<file path="config.mk">
export PLATFORM = sky130hd
export DESIGN_NAME = variable_width_code_packer
export DESIGN_NICKNAME = d
export VERILOG_FILES = /design/src/hdl/vwcp_pkg.sv /design/src/hdl/vwcp_in_stage.sv /design/src/hdl/vwcp_serializer.sv /design/src/hdl/variable_width_code_packer.sv
export SDC_FILE = /design/constraint.sdc
export NUM_CORES = 1
export LEC_CHECK = 0
export BUFFER_PORTS_ARGS = -buffer_cell sky130_fd_sc_hd__buf_4
export CAP_MARGIN = 20
export CORE_AREA = 4 4 112 114
export CTS_CLUSTER_SIZE = 24
export DETAILED_ROUTE_END_ITERATION = 8
export DIE_AREA = 0 0 116 118
export PLACE_DENSITY_LB_ADDON = 0.08
export SETUP_SLACK_MARGIN = 0.02
export SYNTH_ARGS = -nofsm -noshare
export SYNTH_HDL_FRONTEND = slang
export SYNTH_SLANG_ARGS = --single-unit
</file>
<file path="constraint.sdc">
create_clock -name aclk -period 3.35 [get_ports aclk]
set_input_delay 0.5025 -clock aclk [delete_from_list [all_inputs] [get_ports aclk]]
set_output_delay 0.5025 -clock aclk [all_outputs]
set_load 0.1 [all_outputs]
</file>
<file path="src/hdl/vwcp_pkg.sv">
package vwcp_pkg;

    // Field widths of the ports
    localparam int CODE_W          = 16;
    localparam int CODE_WIDTH_W    = 5;
    localparam int BYTE_W          = 8;

    // Packing limits
    localparam int MIN_CODE_WIDTH  = 8;
    localparam int MAX_CODE_WIDTH  = 16;
    localparam int PEND_W          = 7;

    localparam logic [CODE_W-1:0] END_CODE_RESET = 16'd256;

    // Control handed from the input stage to the serializer
    typedef struct packed {
        logic valid;
        logic is_end;
    } ctl_t;

endpackage

</file>
<file path="src/hdl/vwcp_in_stage.sv">
module vwcp_in_stage #(
    parameter int MAX_CODE_WIDTH = vwcp_pkg::MAX_CODE_WIDTH,
    parameter int WW             = $clog2(MAX_CODE_WIDTH + 1)
) (
    input  logic                              aclk,
    input  logic                              aresetn,
    input  logic                              cfg_valid,
    input  logic [vwcp_pkg::CODE_W-1:0]       cfg_end_code,
    input  logic                              s_valid,
    output logic                              s_ready,
    input  logic [vwcp_pkg::CODE_W-1:0]       s_code,
    input  logic [vwcp_pkg::CODE_WIDTH_W-1:0] s_code_width,
    input  logic                              take,
    output vwcp_pkg::ctl_t                    ctl,
    output logic [MAX_CODE_WIDTH-1:0]         code_al,
    output logic [WW-1:0]                     width
);
    import vwcp_pkg::*;

    localparam int CW_EXT = (MAX_CODE_WIDTH > CODE_W) ? MAX_CODE_WIDTH : CODE_W;

    logic [CODE_W-1:0]         end_code_reg;
    logic                      valid_reg, valid_next;
    logic                      is_end_reg;
    logic [MAX_CODE_WIDTH-1:0] code_al_reg;
    logic [WW-1:0]             width_reg;

    logic [WW-1:0]             w_cl;
    logic [CW_EXT-1:0]         code_wide;
    logic [MAX_CODE_WIDTH-1:0] code_al_next;
    logic                      s_fire;

    assign s_ready = !valid_reg || take;
    assign s_fire  = s_valid && s_ready;

    // Clamp the width into range, keep only its low bits of the code,
    // and left-align the code so the serializer only shifts by the pending count
    always_comb begin
        if (s_code_width < CODE_WIDTH_W'(MIN_CODE_WIDTH)) begin
            w_cl = WW'(MIN_CODE_WIDTH);
        end else if (s_code_width > CODE_WIDTH_W'(MAX_CODE_WIDTH)) begin
            w_cl = WW'(MAX_CODE_WIDTH);
        end else begin
            w_cl = WW'(s_code_width);
        end
        code_wide    = CW_EXT'(s_code) & ((CW_EXT'(1) << w_cl) - CW_EXT'(1));
        code_al_next = code_wide[MAX_CODE_WIDTH-1:0] << (WW'(MAX_CODE_WIDTH) - w_cl);
    end

    always_comb begin
        valid_next = valid_reg;
        if (s_fire) begin
            valid_next = 1'b1;
        end else if (take) begin
            valid_next = 1'b0;
        end
    end

    always_ff @(posedge aclk) begin
        if (!aresetn) begin
            valid_reg    <= 1'b0;
            end_code_reg <= END_CODE_RESET;
        end else begin
            valid_reg <= valid_next;
            if (cfg_valid) begin
                end_code_reg <= cfg_end_code;
            end
        end
    end

    always_ff @(posedge aclk) begin
        if (s_fire) begin
            is_end_reg  <= (s_code == end_code_reg);
            code_al_reg <= code_al_next;
            width_reg   <= w_cl;
        end
    end

    assign ctl.valid  = valid_reg;
    assign ctl.is_end = is_end_reg;
    assign code_al    = code_al_reg;
    assign width      = width_reg;

endmodule

</file>
<file path="src/hdl/vwcp_serializer.sv">
module vwcp_serializer #(
    parameter int MAX_CODE_WIDTH = vwcp_pkg::MAX_CODE_WIDTH,
    parameter int WW             = $clog2(MAX_CODE_WIDTH + 1)
) (
    input  logic                        aclk,
    input  logic                        aresetn,
    input  vwcp_pkg::ctl_t              ctl,
    input  logic [MAX_CODE_WIDTH-1:0]   code_al,
    input  logic [WW-1:0]               width,
    output logic                        take,
    output logic                        m_valid,
    input  logic                        m_ready,
    output logic [vwcp_pkg::BYTE_W-1:0] m_out_byte,
    output logic                        m_last
);
    import vwcp_pkg::*;

    localparam int MAX_RES = (2 * PEND_W + MAX_CODE_WIDTH) / BYTE_W;
    localparam int BUF_W   = BYTE_W * MAX_RES;
    localparam int NB_W    = $clog2(MAX_RES + 1);
    localparam int TW      = $clog2(PEND_W + MAX_CODE_WIDTH + 1);
    localparam int PC_W    = $clog2(PEND_W + 1);

    logic [BUF_W-1:0]  buf_reg, buf_next;
    logic [NB_W-1:0]   nbytes_reg, nbytes_next;
    logic              last_reg, last_next;
    logic [PEND_W-1:0] pend_bits_reg, pend_bits_next;
    logic [PC_W-1:0]   pend_count_reg, pend_count_next;

    logic [BUF_W-1:0]  buf_new, rest;
    logic [TW-1:0]     total;
    logic [TW-4:0]     full_bytes;
    logic [2:0]        rem;
    logic              pad;

    assign m_valid    = (nbytes_reg != '0);
    assign m_out_byte = buf_reg[BUF_W-1 -: BYTE_W];
    assign m_last     = last_reg && (nbytes_reg == NB_W'(1));
    assign take       = ctl.valid
                      && ((nbytes_reg == '0) || ((nbytes_reg == NB_W'(1)) && m_ready));

    // Pending bits sit left-aligned on top, the new code right behind them
    always_comb begin
        buf_new    = {pend_bits_reg, {(BUF_W-PEND_W){1'b0}}}
                   | ({code_al, {(BUF_W-MAX_CODE_WIDTH){1'b0}}} >> pend_count_reg);
        total      = TW'(pend_count_reg) + TW'(width);
        full_bytes = total[TW-1:3];
        rem        = total[2:0];
        pad        = ctl.is_end && (rem != 3'd0);
        rest       = buf_new << {full_bytes, 3'b000};
    end

    always_comb begin
        buf_next        = buf_reg;
        nbytes_next     = nbytes_reg;
        last_next       = last_reg;
        pend_bits_next  = pend_bits_reg;
        pend_count_next = pend_count_reg;
        if (take) begin
            buf_next    = buf_new;
            nbytes_next = NB_W'(full_bytes) + NB_W'(pad);
            last_next   = ctl.is_end;
            if (ctl.is_end) begin
                pend_bits_next  = '0;
                pend_count_next = '0;
            end else begin
                pend_bits_next  = rest[BUF_W-1 -: PEND_W];
                pend_count_next = PC_W'(rem);
            end
        end else if (m_valid && m_ready) begin
            buf_next    = buf_reg << BYTE_W;
            nbytes_next = nbytes_reg - NB_W'(1);
        end
    end

    always_ff @(posedge aclk) begin
        if (!aresetn) begin
            nbytes_reg     <= '0;
            last_reg       <= 1'b0;
            pend_bits_reg  <= '0;
            pend_count_reg <= '0;
        end else begin
            nbytes_reg     <= nbytes_next;
            last_reg       <= last_next;
            pend_bits_reg  <= pend_bits_next;
            pend_count_reg <= pend_count_next;
        end
    end

    always_ff @(posedge aclk) begin
        buf_reg <= buf_next;
    end

endmodule

</file>
<file path="src/hdl/variable_width_code_packer.sv">
// Variable-width code packer, MSB first.
//
// Input channel (s_valid/s_ready): one code per transfer, s_code with its
// width s_code_width (8 up to MAX_CODE_WIDTH; values outside are clamped).
// Output channel (m_valid/m_ready): one packed byte per transfer, the
// earliest bit in bit 7. m_last marks the final byte of an end code.
// Config channel (cfg_valid/cfg_ready): writes the end code; cfg_ready is
// always high. Write it only while the block is idle.
//
// Path: a code is held in the input register, then in the result register that drives m_out_byte.
// Throughput: one byte per cycle on the output while m_ready is high; a
// code yielding N bytes (2 or 3 at width 16) occupies the output register
// until all N have gone out, so the code rate is set by the byte serializer.
// A new code is taken while the last byte of the previous one goes out.
//
// Reset (aresetn low, synchronous) drops any held code and bytes, clears
// the leftover bits and restores the end code to 256.
// When the receiver stalls, the byte and m_last hold; one code waits in the
// input register and s_ready drops until the serializer takes it.
module variable_width_code_packer #(
    parameter int MAX_CODE_WIDTH = vwcp_pkg::MAX_CODE_WIDTH
) (
    input  logic                              aclk,
    input  logic                              aresetn,
    input  logic                              cfg_valid,
    output logic                              cfg_ready,
    input  logic [vwcp_pkg::CODE_W-1:0]       cfg_end_code,
    input  logic                              s_valid,
    output logic                              s_ready,
    input  logic [vwcp_pkg::CODE_W-1:0]       s_code,
    input  logic [vwcp_pkg::CODE_WIDTH_W-1:0] s_code_width,
    output logic                              m_valid,
    input  logic                              m_ready,
    output logic [vwcp_pkg::BYTE_W-1:0]       m_out_byte,
    output logic                              m_last
);
    import vwcp_pkg::*;

    localparam int WW = $clog2(MAX_CODE_WIDTH + 1);

    ctl_t                      ctl;
    logic [MAX_CODE_WIDTH-1:0] code_al;
    logic [WW-1:0]             width;
    logic                      take;

    // Config writes are registered, never stall
    assign cfg_ready = 1'b1;

    // Input register: clamp, mask, align, compare against the end code
    vwcp_in_stage #(
        .MAX_CODE_WIDTH(MAX_CODE_WIDTH),
        .WW            (WW)
    ) u_in_stage (
        .aclk        (aclk),
        .aresetn     (aresetn),
        .cfg_valid   (cfg_valid),
        .cfg_end_code(cfg_end_code),
        .s_valid     (s_valid),
        .s_ready     (s_ready),
        .s_code      (s_code),
        .s_code_width(s_code_width),
        .take        (take),
        .ctl         (ctl),
        .code_al     (code_al),
        .width       (width)
    );

    // Result register: merge with leftover bits, hand out one byte per transfer
    vwcp_serializer #(
        .MAX_CODE_WIDTH(MAX_CODE_WIDTH),
        .WW            (WW)
    ) u_serializer (
        .aclk      (aclk),
        .aresetn   (aresetn),
        .ctl       (ctl),
        .code_al   (code_al),
        .width     (width),
        .take      (take),
        .m_valid   (m_valid),
        .m_ready   (m_ready),
        .m_out_byte(m_out_byte),
        .m_last    (m_last)
    );

endmodule

</file>
# ---- Word level (Yosys, flattened, before mapping)
# Index checks and enable logic that the tools add are counted.
dict set report word_totals {
  reg_bits 76
  elab_cells 49
}
dict set report op_classes {
  addsub 5
  n_lt_le_gt_ge 2
  n_eq_ne 2
  shifts 4
  muxes 10
  bitwise_logic 2
  n_reduce_logical 14
}
# op count
set ops {}
lappend ops {{$mux W24} 2}
lappend ops {{$or A24 B24 Y24} 1}
lappend ops {{$shl A24 B5 Y24} 1}
lappend ops {{$shr A24 B3 Y24} 1}
lappend ops {{$and A16 B16 Y16} 1}
lappend ops {{$eq A16 B16 Y1} 1}
lappend ops {{$shl A1 B5 Y16 const A} 1}
lappend ops {{$shl A16 B5 Y16} 1}
lappend ops {{$sub A16 B1 Y16 const B} 1}
lappend ops {{$mux W5} 2}
lappend ops {{$mux W7} 1}
lappend ops {{$logic_and A1 B1 Y1} 6}
lappend ops {{$reduce_bool A2 Y1} 3}
lappend ops {{$add A3 B5 Y5} 1}
lappend ops {{$gt A5 B5 Y1 const B} 1}
lappend ops {{$lt A5 B4 Y1 const B} 1}
lappend ops {{$sub A5 B5 Y5 const A} 1}
lappend ops {{$mux W2} 2}
lappend ops {{$mux W3} 1}
lappend ops {{$reduce_bool A3 Y1} 1}
lappend ops {{$add A2 B1 Y2} 1}
lappend ops {{$eq A2 B1 Y1 const B} 1}
lappend ops {{$logic_not A2 Y1} 1}
lappend ops {{$logic_or A1 B1 Y1} 2}
lappend ops {{3 further kinds} 4}

# ---- Logic depth before layout (Yosys ltp)
# Gate-level depths: netlist of run 1.
dict set report logic_depth {
  ltp_word 7
  depth_mapped 13
}

# ---- By module
# Synthesis of run 1 repeated with hierarchy kept, for this count alone.
dict set report hier_totals {
  cells_unflattened 529
  hier_area_um2 5195.0
}
# module instances cells_per_inst area_per_inst_um2 seq_area_each_um2
set modules_own_cells {}
lappend modules_own_cells {vwcp_in_stage 1 271 2621.3 1001.0}
lappend modules_own_cells {vwcp_serializer 1 256 2562.5 950.9}
lappend modules_own_cells {variable_width_code_packer 1 2 11.3 0.0}

# ---- Worst setup path before layout of run 1
# Ideal clock, no wire load.
dict set report synth_path {
  kind {input-to-reg}
  startpoint {input port s_code_width[4] (netlist name)}
  endpoint {register u_in_stage.code_al_reg[13] (netlist: u_in_stage.code_al[13]), data pin}
  setup_ns 0.190
  t_arrival_ns 3.117
  required_ns 3.160
  path_slack_ns 0.043
  path_stages 13
  cell_sequence {and3b_1 -> buf_6 -> clkinv_4 -> clkbuf_1 -> ha_1 -> ha_1 -> clkbuf_1 -> or4_4 -> a221oi_2 -> o21ai_1 -> o22ai_2 -> mux2i_1 -> a2111oi_2}
}
dict set report synth_between {
  elab_chain_len 7
  elab_cells_between_ends 9
  classes_between {add/sub: 2; order compare: 2; shift: 2; mux: 2; bitwise: 1}
}
# item line
set synth_rtl {}
lappend synth_rtl {{start, declared} variable_width_code_packer.sv:31} ;# input logic [vwcp_pkg::CODE_WIDTH_W-1:0] s_code_width,
lappend synth_rtl {{$gt A5 B5 Y1} vwcp_in_stage.sv:41} ;# end else if (s_code_width > CODE_WIDTH_W'(MAX_CODE_WIDTH)) begin
lappend synth_rtl {{$mux W5} vwcp_in_stage.sv:41}
lappend synth_rtl {{$mux W5 *} vwcp_in_stage.sv:39} ;# if (s_code_width < CODE_WIDTH_W'(MIN_CODE_WIDTH)) begin
lappend synth_rtl {{$shl A1 B5 Y16} vwcp_in_stage.sv:46} ;# code_wide = CW_EXT'(s_code) & ((CW_EXT'(1) << w_cl) - CW_EXT'(1));
lappend synth_rtl {{$sub A16 B1 Y16} vwcp_in_stage.sv:46}
lappend synth_rtl {{$and A16 B16 Y16} vwcp_in_stage.sv:46}
lappend synth_rtl {{$shl A16 B5 Y16 *} vwcp_in_stage.sv:47} ;# code_al_next = code_wide[MAX_CODE_WIDTH-1:0] << (WW'(MAX_CODE_WIDTH) - w_cl);
lappend synth_rtl {{end signal, assigned} vwcp_in_stage.sv:74} ;# code_al_reg <= code_al_next;
lappend synth_rtl {{end, declared} vwcp_in_stage.sv:25} ;# logic [MAX_CODE_WIDTH-1:0] code_al_reg;
# Every way passes the cells marked *; elsewhere a longest branch is shown, timed or not.
# A chain may end at the register's enable or synchronous reset.

# ---- Final worst setup path of run 1
# Ends and elaborated chain as after synthesis.

==> results of run 1 <==
==> per-stage QoR <==
stage	setup WS [ps]	total power, mW	area (sq um)
after CTS	393	3.13	5910
after detailed placement	35.8	2.16	5620
final	397	3.10	5920
after global routing	249	3.26	5920
after global placement	180	2.15	5620
after floorplan	42.9	1.93	5130
==> power groups by stage <==
stage               Sequential [mW]  Clock [mW]  Combinational (mW)
finish                         1.19       0.962               0.953
floorplan                      1.19           0               0.745
detailed placement             1.21           0               0.950
global route                   1.20        1.02                1.03
global placement               1.21           0               0.944
CTS                            1.19       0.984               0.954
==> per-layer routing <==
layer  wire, um  part of all wire (%)  vias to the layer above  track usage [%]
met5          0                     0                        -                0
met4        314                   2.4                        0             7.40
met3        554                   4.2                       22             4.27
met2       6640                    51                      126             33.7
met1       5600                    43                     1921             24.1
li1           -                     -                     2064                -
==> cell usage after synthesis (3+ instances only) <==
cell type | n | area [sq um]
sky130_fd_sc_hd__mux2i_1 | 55 | 551
sky130_fd_sc_hd__nand2_1 | 52 | 195
sky130_fd_sc_hd__edfxtp_1 | 45 | 1350
sky130_fd_sc_hd__o21ai_0 | 39 | 195
sky130_fd_sc_hd__dfxtp_1 | 30 | 601
sky130_fd_sc_hd__nor2_1 | 29 | 109
sky130_fd_sc_hd__a21oi_1 | 23 | 115
sky130_fd_sc_hd__clkbuf_1 | 23 | 86.3
sky130_fd_sc_hd__xnor2_1 | 21 | 184
sky130_fd_sc_hd__nor2b_1 | 19 | 119
sky130_fd_sc_hd__mux2_2 | 15 | 169
sky130_fd_sc_hd__inv_1 | 14 | 52.6
sky130_fd_sc_hd__and2_1 | 13 | 81.3
sky130_fd_sc_hd__ha_1 | 13 | 163
sky130_fd_sc_hd__nor3_1 | 13 | 65.1
sky130_fd_sc_hd__and3_1 | 9 | 56.3
sky130_fd_sc_hd__buf_4 | 9 | 67.6
sky130_fd_sc_hd__nand3_1 | 8 | 40.0
sky130_fd_sc_hd__nand4_1 | 8 | 50.1
sky130_fd_sc_hd__a31oi_1 | 7 | 43.8
sky130_fd_sc_hd__buf_2 | 7 | 35.0
sky130_fd_sc_hd__a211oi_1 | 6 | 45.0
sky130_fd_sc_hd__nand3b_1 | 6 | 45.0
sky130_fd_sc_hd__a21boi_0 | 4 | 30.0
sky130_fd_sc_hd__a21o_1 | 4 | 30.0
sky130_fd_sc_hd__mux4_2 | 4 | 90.1
sky130_fd_sc_hd__nor4_1 | 4 | 25.0
sky130_fd_sc_hd__xor2_1 | 4 | 35.0
sky130_fd_sc_hd__a221oi_1 | 3 | 26.3
sky130_fd_sc_hd__buf_1 | 3 | 11.3
sky130_fd_sc_hd__nand2b_1 | 3 | 18.8
sky130_fd_sc_hd__o221ai_1 | 3 | 26.3
==> worst max-delay path: cells and delay by family <==
kind / cells / cell delay (ps)
AO/OA/AOI/OAI: 4 / 1000
adder cells (fa/ha/maj): 2 / 540
buffers and inverters: 2 / 190
multiplexers: 1 / 110
AND/OR/NAND/NOR: 2 / 750
==> final cells by class <==
class | count | area (sq um) | area share, %
tap | 143 | 179 | 3.02
clock buffer | 11 | 254 | 4.29
sequential | 75 | 1950 | 33.0
timing repair buffer | 70 | 526 | 8.88
inverter | 19 | 76.3 | 1.29
multi-input combinational | 409 | 2890 | 48.9
clock inverter | 5 | 38.8 | 0.655
==> path summary, 6_finish.rpt <==
| kind | from | end | slack [ps] | depth (start not counted) |
|---|---|---|---|---|
| max reg2reg | u_serializer.pend_count_reg[0] | u_serializer.pend_bits_reg[5] | 730 | 8 |
| max | s_code_width[4] | u_in_stage.code_al[13] | 400 | 11 |
| min reg2reg | u_serializer.last_reg | u_serializer.last_reg | 470 | 2 |
| min | cfg_end_code[8] | u_in_stage.end_code_reg[8] | 380 | 3 |
==> logic make-up (layout without fill, tap and decap cells) <==
family,Yosys count,count (layout),share of synthesized area [%]
and+or+nand+nor,175,175,17.5
other,1,3,0.0732
muxes,74,74,15.8
DFF,75,75,38.1
xor gates and xnor gates,25,25,4.27
AOI/OAI and AO/OA,118,118,15.1
adders and majority gates,14,14,3.56
buffers and inverters,62,105,5.61
==> results list, run 1 <==
* Run status: finished, final reports clean
- After clock tree synthesis, the clock-pin slew on the worst setup and hold paths is 60 ps.
* Worst-case headroom to the max-slew limit: around a third
* Critical Setup Path Class: primary input to register
- Setup repair after global routing missed its margin: false
- Post-CTS Resized: 0
- The first global-routing pass estimated 21,100 um of wire.
- Share of layout cells above drive strength 1: 19.2%
* Net Switching: 1.10 mW
* Netlist Area Pre-Place: 5130 sq um
* Initial standard-cell utilization of the core: 44.9%
- Power spread over the standard cell area amounts to ~520 nW/um^2.
* Clock Power Share: 31.0%
* DP Wirelength: 9970 um
- The number of hold buffers added after CTS was 0.
- Count of buffers from port buffering: 52
- Worst Clk Skew: between 10 and 15 ps
- The synthesized netlist contains 68 unique library cells.
- Via count of the first global-routing pass: around 4,000
* Count of endpoints failing setup in the final report: 0
- Skew-Pair Late Insertion Delay: 350 ps
* Internal Power: 2.01 mW
* Critical Path Start Type: primary input
* Clk buf depth: 2
* Die extent in y: 118 um
* CTS Sinks: 75
- The synthesized design contains 45 enable-type register cells.
- Syn_area_per_cell: 9.42 sq um
* Routed length per instance: 17.9 um
- Routability congestion estimate: between 0.8 and 0.9
* Initial antenna violation count: 0
- Synthesized instance count: 544
- Entering global routing, the biggest net connects 43 pins.
- Final count of hold timing violations: 0
- Post-synthesis to final-layout area growth: 15.5%
- Final-layout fill cell count: 1,104
- Leftover overflow at the end of global routing: 0
- The total count of max-transition violations in the final report is 0.
* Final standard cell count with taps included and fillers excluded: 732
- Static leakage: 2.41 nW
* Length of the first detailed-routing pass in iterations: 6
- After floorplanning, the core was sized to cover between 10,000 and 15,000 sq um.
- The critical path goes through buf_4 > and3b_1 > clkinv_4 > ha_1 > ha_1 > or4_4 > a221oi_2 > o21ai_1 > o22ai_2 > mux2i_1 > a2111oi_2.
- STA classifies the critical path endpoint as a register.
- In this run the worst path has a maximum fanout of 10.
* Proportion of synthesized chip area in sequential cells: 38.1%
- Cell chosen for the clock root: sky130_fd_sc_hd__clkbuf_16
- Timing would allow up to 339 MHz.
- The number of antenna diodes in the final layout is 0.
- The library cell used most frequently in the layout, excluding fill and tap cells, is sky130_fd_sc_hd__buf_4.
* Maximum level of the CTS H-tree: 3
- Synth Register Bits: 75
* Switching part of the total: 35.3%
- For this run, the post-layout net count is 640.
- The largest single stage delay on the critical path is 470 ps.
- In the routed design, unresolved DRC markers number 0.
- In this run the count of I/O pins placed on the die edge is 54.
- Dividing the detail-routed via count by the number of cells gives 5.65.
- For this block, the routed nets add up to 13,100 um of wire.
- Hold Worst Slack: 379 ps
* Most frequent cell on the critical path: sky130_fd_sc_hd__ha_1
- Max-Cap Viols: 0
* Standard-cell rows: 39
* Number of warnings issued by yosys: 0
* DRC violation total after the first TritonRoute iteration: 292
- Once detail routing completed, the nets flagged for antenna violations numbered 0.
- For the pin with the worst max-slew slack, the measured transition is 1010 ps.
- IR analysis of the VDD net gives a maximum drop of around 380 uV.
- Clock tree from TritonCTS: built
* Setup total negative slack: 0 ps
- Global routing consumed, over all layers together, 19.8% of the routing resources.
- For this run, the leading register cell type out of synthesis is sky130_fd_sc_hd__edfxtp_1.
* Combinational group share of total power: 30.7%
- Clock tree synthesis inserted a total of 9 buffers.
- Library cell contributing the largest single delay on the critical path: sky130_fd_sc_hd__or4_4
- The die covers 13,700 sq um.
- Arrival time at the worst endpoint: 3100 ps
* Final clock period utilization by the worst path: approximately nine tenths
- Across all layers, the routed design uses 4,133 vias.
- Post-layout util: 51.8%
- X dimension of the die: between 100 and 150 um
* # placed instances: 715
- Sequential group share of total power: 38.3%
* Number of flip-flops in the largest register: 23
- Data required time of the worst path: 3500 ps
* Crit path time final: 2950 ps
* Most frequent cells in the layout: sky130_fd_sc_hd__buf_4 (70), sky130_fd_sc_hd__mux2i_1 (55), sky130_fd_sc_hd__nand2_1 (52)
* Buffers inserted by post-CTS timing repair: 0
* Async S/R FF share, synth: 0%
* Hold crit path type: primary input to register
No activity file was read; power rests on OpenSTA's default activity.
==> run 2, diff against run 1 <==
- ABC_CLOCK_PERIOD_IN_PS: not set -> 3000
- clock period: 3.35 -> 3 ns (I/O delays scaled with it)
==> results list, run 2 (synthesis gave the netlist of run 1 again) <==
* Post-layout util: between 50% and 60%
- The clock period could shrink to between 2000 and 3000 ps.
- At the end of the flow, the number of nets in the layout was 655.
- Cts hold-fix bufs: 0
- At the worst endpoint, the required time is ~3100 ps.
- Across all layers, the routed design uses 4,197 vias.
* Pin count of the biggest net entering global routing: 43
- Routed length per instance: 17.7 um
* Final count of hold timing violations: 0
- Post-CTS Resized: 0
- CTS clk-pin slew, worst paths: 60 ps
- Post-route antenna net violation count: 0
* Total I/O pin count: 54
- Max-Cap Viols: 0
- Of the cells placed in the final design, the portion with a size suffix greater than 1 is 21.7%.
* Worst setup EP type: register
- In the layout the commonest cells are sky130_fd_sc_hd__buf_4 (85), sky130_fd_sc_hd__mux2i_1 (55), sky130_fd_sc_hd__nand2_1 (52).
* Worst slew pin tran: between 600 and 700 ps
- For the worst setup path, the data arrival time is 2880 ps.
- Static leakage: 2.48 nW
- Number of flip-flops in the largest register: 23
- The layer flagged by global routing as most heavily used is met2.
* Run status: finished, final reports clean
* Global-route usage over all layers: 20.1%
* Final-layout fill cell count: 1,085
* Initial standard-cell utilization of the core: 44.9%
- DP Wirelength: 10,300 um
- Seq. cell area: 1950 sq um
- The number of antenna violations at the first check in global routing came to 0.
- For this design the ratio of total power to cell area is about 570 nW/um^2.
- Met2 usage in global routing: 33.6%
- Top achievable clock speed: approximately 360 MHz
* CTS Sinks: 75
* Length of the first detailed-routing pass in iterations: 5
* Worst Clk Skew: approximately 6.0 ps
- The congestion estimate from routability-driven global placement came to 0.843.
- Global-route wire length before repair: 21,600 um
* Critical Path Start Type: primary input
- The floorplan step set the die width to 116 um.
* Clk buf depth: 2
* Number of pins with negative max-slew slack in the final report: 0
* Aggregate routed wire length: 13,300 um
* Die extent in y: 118 um
- Setup repair after global routing missed its margin: false
- Count of endpoints failing setup in the final report: 0
* Skew-Pair Late Insertion Delay: between 300 and 400 ps
* Count of buffers from port buffering: 52
- Antenna cells: 0
* Worst-case headroom to the max-slew limit: 59.2%
* Maximum level of the CTS H-tree: 3
- Launch point of the worst hold path: cfg_end_code[8]
- DP Worst Slack: -90.5 ps
- For met1 alone, demand over resource in global routing was about a quarter.
- Grt met3 use: 4.16%
* RR Startpoint: u_in_stage.width[1]
- Of the available clock period, the critical path in the final layout requires ~91%.
- Clock tree from TritonCTS: built
- The floorplan has 39 rows.
- Crit. Startpoint: s_code_width[4]
* Post-synthesis to final-layout area growth: 18.3%
- The number of global-route vias before repair came to 4,318.
- The multi-input combinational cells in the finished layout cover a total of between 2000 and 3000 sq um.
- Number of buffers created by CTS: 9
- After clock tree synthesis, the setup repair step added 0 buffers.
* Highest net fanout along the worst path: 6
* Hold crit path type: primary input to register
- The worst setup path is of the primary input to register kind.
* Avg Vias per Cell: 5.62
* Peak supply drop: 564 uV
- DRC violation total after the first TritonRoute iteration: 293
* Total die area: 13,700 sq um
- Most frequent standard cell in the layout excluding fill and tap cells: sky130_fd_sc_hd__buf_4
* Leftover overflow at the end of global routing: 0
- After detailed routing, the number of remaining DRC violations is 0.
* Least setup slack across all paths after layout: between 200 and 300 ps
* Cell chosen for the clock root: sky130_fd_sc_hd__clkbuf_16
- The total area inside the core boundary comes to ~11,000 sq um.
* Total power: 3.43 mW
run 2: final timing paths:
check                                                   to  slack (ps)  depth (start not counted)
worst max-delay path                u_in_stage.code_al[13]         260                         11
worst min-delay path            u_in_stage.end_code_reg[8]         340                          3
worst max register to register  u_serializer.nbytes_reg[0]         600                         11
worst min register to register       u_serializer.last_reg         470                          2
run 2: per-stage QoR:
stage          TNS (ps)  instance area (sq um)  std cells  hold WS [ps]
2_1_floorplan     -42.5                   5210        546           438
3_3_place_gp      -6.18                   5790        731           448
3_5_place_dp       -135                   5790        731           460
4_1_cts               0                   6060        747           324
5_1_grt               0                   6060        747           339
6_report              0                   6060        747           336
run 2: metal layers:
metal  part of all wire [%]  wire (um)  vias to the layer above
li1                       -          -                     2092
met1                     43       5640                     1967
met2                     49       6520                       97
met3                    3.3        443                       41
met4                    5.0        660                        0
met5                      0          0                        -
run 2: cell type report:
| type | instances | share of cell area [%] |
|---|---|---|
| multi-input cells | 409 | 48.4 |
| flip-flops and latches | 75 | 32.2 |
| repair buffers | 85 | 10.5 |
| clock buffers | 11 | 4.00 |
| well taps | 143 | 2.95 |
| inverters | 19 | 1.38 |
| clock inverters | 5 | 0.578 |
run 2: worst max-delay path, cell delays in order:
cell,delay [ps]
sky130_fd_sc_hd__buf_4,110
sky130_fd_sc_hd__and3b_1,410
sky130_fd_sc_hd__clkinv_8,80
sky130_fd_sc_hd__ha_4,170
sky130_fd_sc_hd__ha_4,170
sky130_fd_sc_hd__or4_4,450
sky130_fd_sc_hd__a221oi_4,320
sky130_fd_sc_hd__o21ai_2,100
sky130_fd_sc_hd__o22ai_2,140
sky130_fd_sc_hd__mux2i_1,110
sky130_fd_sc_hd__a2111oi_2,370
run 2: power by group:
part	leakage (nW)	internal [mW]	total [mW]	switching, mW
Sequential	0.692	1.26	1.33	0.0628
Clock	0.141	0.586	1.01	0.423
Combinational	1.65	0.378	1.10	0.717
Total	2.48	2.23	3.43	1.20
==> run 3, diff against run 2 <==
--- a/config.mk
+++ b/config.mk
@@ -13,4 +13,5 @@
 export DETAILED_ROUTE_END_ITERATION = 8
 export DIE_AREA = 0 0 116 118
+export GPL_ROUTABILITY_DRIVEN = 1
 export PLACE_DENSITY_LB_ADDON = 0.08
 export SETUP_SLACK_MARGIN = 0.02
==> constraint.sdc (replaced) <==
create_clock -name aclk -period 3 [get_ports aclk]
set_input_delay 0.15 -clock aclk [delete_from_list [all_inputs] [get_ports aclk]]
set_output_delay 0.15 -clock aclk [all_outputs]
set_load 0.1 [all_outputs]
==> results list, run 3 (synthesis gave the netlist of run 1 again) <==
- Post-route design area: 5940 sq um
- Via count of the first global-routing pass: about 4,000
- Post-CTS Resized: 0
* Count of buffers from port buffering: 52
* Static leakage: 2.42 nW
- For this configuration, the core starts out at a cell density of between 40 and 50%.
- The net count of the finished layout is 641.
- Worst setup EP type: register
- The number of clock buffers added by TritonCTS is 9.
* Highest net fanout along the worst path: 10
* Power per cell area: 586 nW/um^2
- At the later pin of the worst-skew pair, clock insertion delay measures 340 ps.
- Global routing used a little under a fifth of the available tracks.
* Pin count of the biggest net entering global routing: 43
* Most frequent standard cell in the layout excluding fill and tap cells: sky130_fd_sc_hd__buf_4
- Data arrives at the worst endpoint at 2730 ps.
* Hold crit path type: primary input to register
* Maximum level of the CTS H-tree: 3
* CTS Sinks: 75
- The floorplan step defined a die boundary enclosing 13,700 sq um.
* Length of the first detailed-routing pass in iterations: 5
- Between clock sinks in the finished design, the worst skew comes to between 8 and 9 ps.
- The die is 118 um tall.
- For this design the top-level I/O count stands at 54.
- TritonCTS built the clock tree.
- Final count of hold timing violations: 0
- The total count of max-transition violations in the final report came to 0.
- Top achievable clock speed: between 300 and 400 MHz
- Detailed-route via count: 4,155
- IR analysis of the VDD net gives a maximum drop of about 440 uV.
* Final-layout fill cell count: 1,056
- The region available for standard cell placement spans 11,400 sq um.
- After detailed routing, the average wire length per cell comes to 17.4 um.
* Setup total negative slack: 0 ps
- Share of layout cells above drive strength 1: between 10% and 20%
- Routability congestion estimate: 0.918
* Setup repair after global routing missed its margin: false
- Relative to the synthesized area, the layout overhead comes to 15.9%.
* Antenna cells: 0
- The floorplan has 39 rows.
- Run status: finished, final reports clean
- The tool flagged a number of max-cap violations equal to 0.
- Instance area after placement: 5630 sq um
- The worst setup path is of the primary input to register kind.
- In this run, the number of DRC markers left after iteration 0 of detailed routing was 350.
- Detailed placement finished with a half-perimeter wire length of 9900 um.
- Summed over all layers, the routed wires come to 12,800 um.
* DRC Markers: 0
* Cell chosen for the clock root: sky130_fd_sc_hd__clkbuf_16
- Avg Vias per Cell: 5.67
* Final clock period utilization by the worst path: approximately 86%
* Data required time of the worst path: 3140 ps
* Critical Path Start Type: primary input
* Hold Worst Slack: 39.5 ps
* Total power: 3.48 mW
- Most frequent cells in the layout: sky130_fd_sc_hd__buf_4 (71), sky130_fd_sc_hd__mux2i_1 (55), sky130_fd_sc_hd__nand2_1 (52)
- DP Worst Slack: 88.7 ps
- Leftover overflow at the end of global routing: 0
* Worst slew pin tran: between 500 and 600 ps
- Crit path time final: 2590 ps
- Post-route antenna net violation count: 0
- Buffers inserted by post-CTS timing repair: 0
* Count of endpoints failing setup in the final report: 0
- The first global-routing pass estimated 20,600 um of wire.
* CTS clk-pin slew, worst paths: 60 ps
- Initial antenna violation count: 0
- After layout, the worst setup slack is 411 ps.
- Worst-case headroom to the max-slew limit: 60.4%
* Number of flip-flops in the largest register: 23
* Clk buf depth: 2
* Cts hold-fix bufs: 0
- From left edge to right edge, the die measures 116 um.
## run 3: cell count changes in the layout (fill, tap and decap cells not counted), sizes merged
cell and change:
buf -14, clkbuf +2, inv -2
## run 3: critical path, stage by stage
cell and delay, ps:
sky130_fd_sc_hd__buf_4 120, sky130_fd_sc_hd__and3b_1 280, sky130_fd_sc_hd__clkinv_4 70, sky130_fd_sc_hd__ha_1 220, sky130_fd_sc_hd__ha_1 320, sky130_fd_sc_hd__or4_4 480, sky130_fd_sc_hd__a221oi_2 310, sky130_fd_sc_hd__o21ai_1 160
sky130_fd_sc_hd__o22ai_2 150, sky130_fd_sc_hd__mux2i_1 120, sky130_fd_sc_hd__a2111oi_2 350
## run 3: cell type report
class                   count  area [sq um]  area share [%]
clock inverters             3          16.3           0.274
flip-flops and latches     75          1950            32.8
clock buffers              13           293            4.93
repair buffers             71           533            8.97
inverters                  19          76.3            1.28
multi-input cells         409          2890            48.7
well taps                 143           179            3.01
## run 3: layer usage
| layer | up-vias | routed length [um] | track usage, % |
|---|---|---|---|
| met5 | - | 0 | 0 |
| li1 | 2063 | - | - |
| met1 | 1936 | 5460 | 23.4 |
| met3 | 27 | 665 | 4.22 |
| met4 | 0 | 424 | 8.41 |
| met2 | 129 | 6220 | 31.4 |
## run 3: through the flow
step	utilization, %	std cells
after floorplan	-	546
after global routing	52.0	733
after detailed placement	49.3	717
final	52.0	733
after CTS	52.0	733
after global placement	49.3	717
## run 3: worst paths after layout
kind / start / endpoint / slack, ps / cells after the start
worst min register to register: u_serializer.last_reg / u_serializer.last_reg / 470 / 2
worst min-delay path: cfg_end_code[8] / u_in_stage.end_code_reg[8] / 40 / 3
worst max register to register: u_in_stage.width[0] / u_serializer.pend_bits_reg[5] / 630 / 8
worst max-delay path: s_code_width[4] / u_in_stage.code_al[13] / 410 / 11
## run 3: report_power, final
group | internal [mW] | switching (mW)
registers | 1.26 | 0.0610
logic | 0.361 | 0.703
clock network | 0.681 | 0.409
total | 2.31 | 1.17
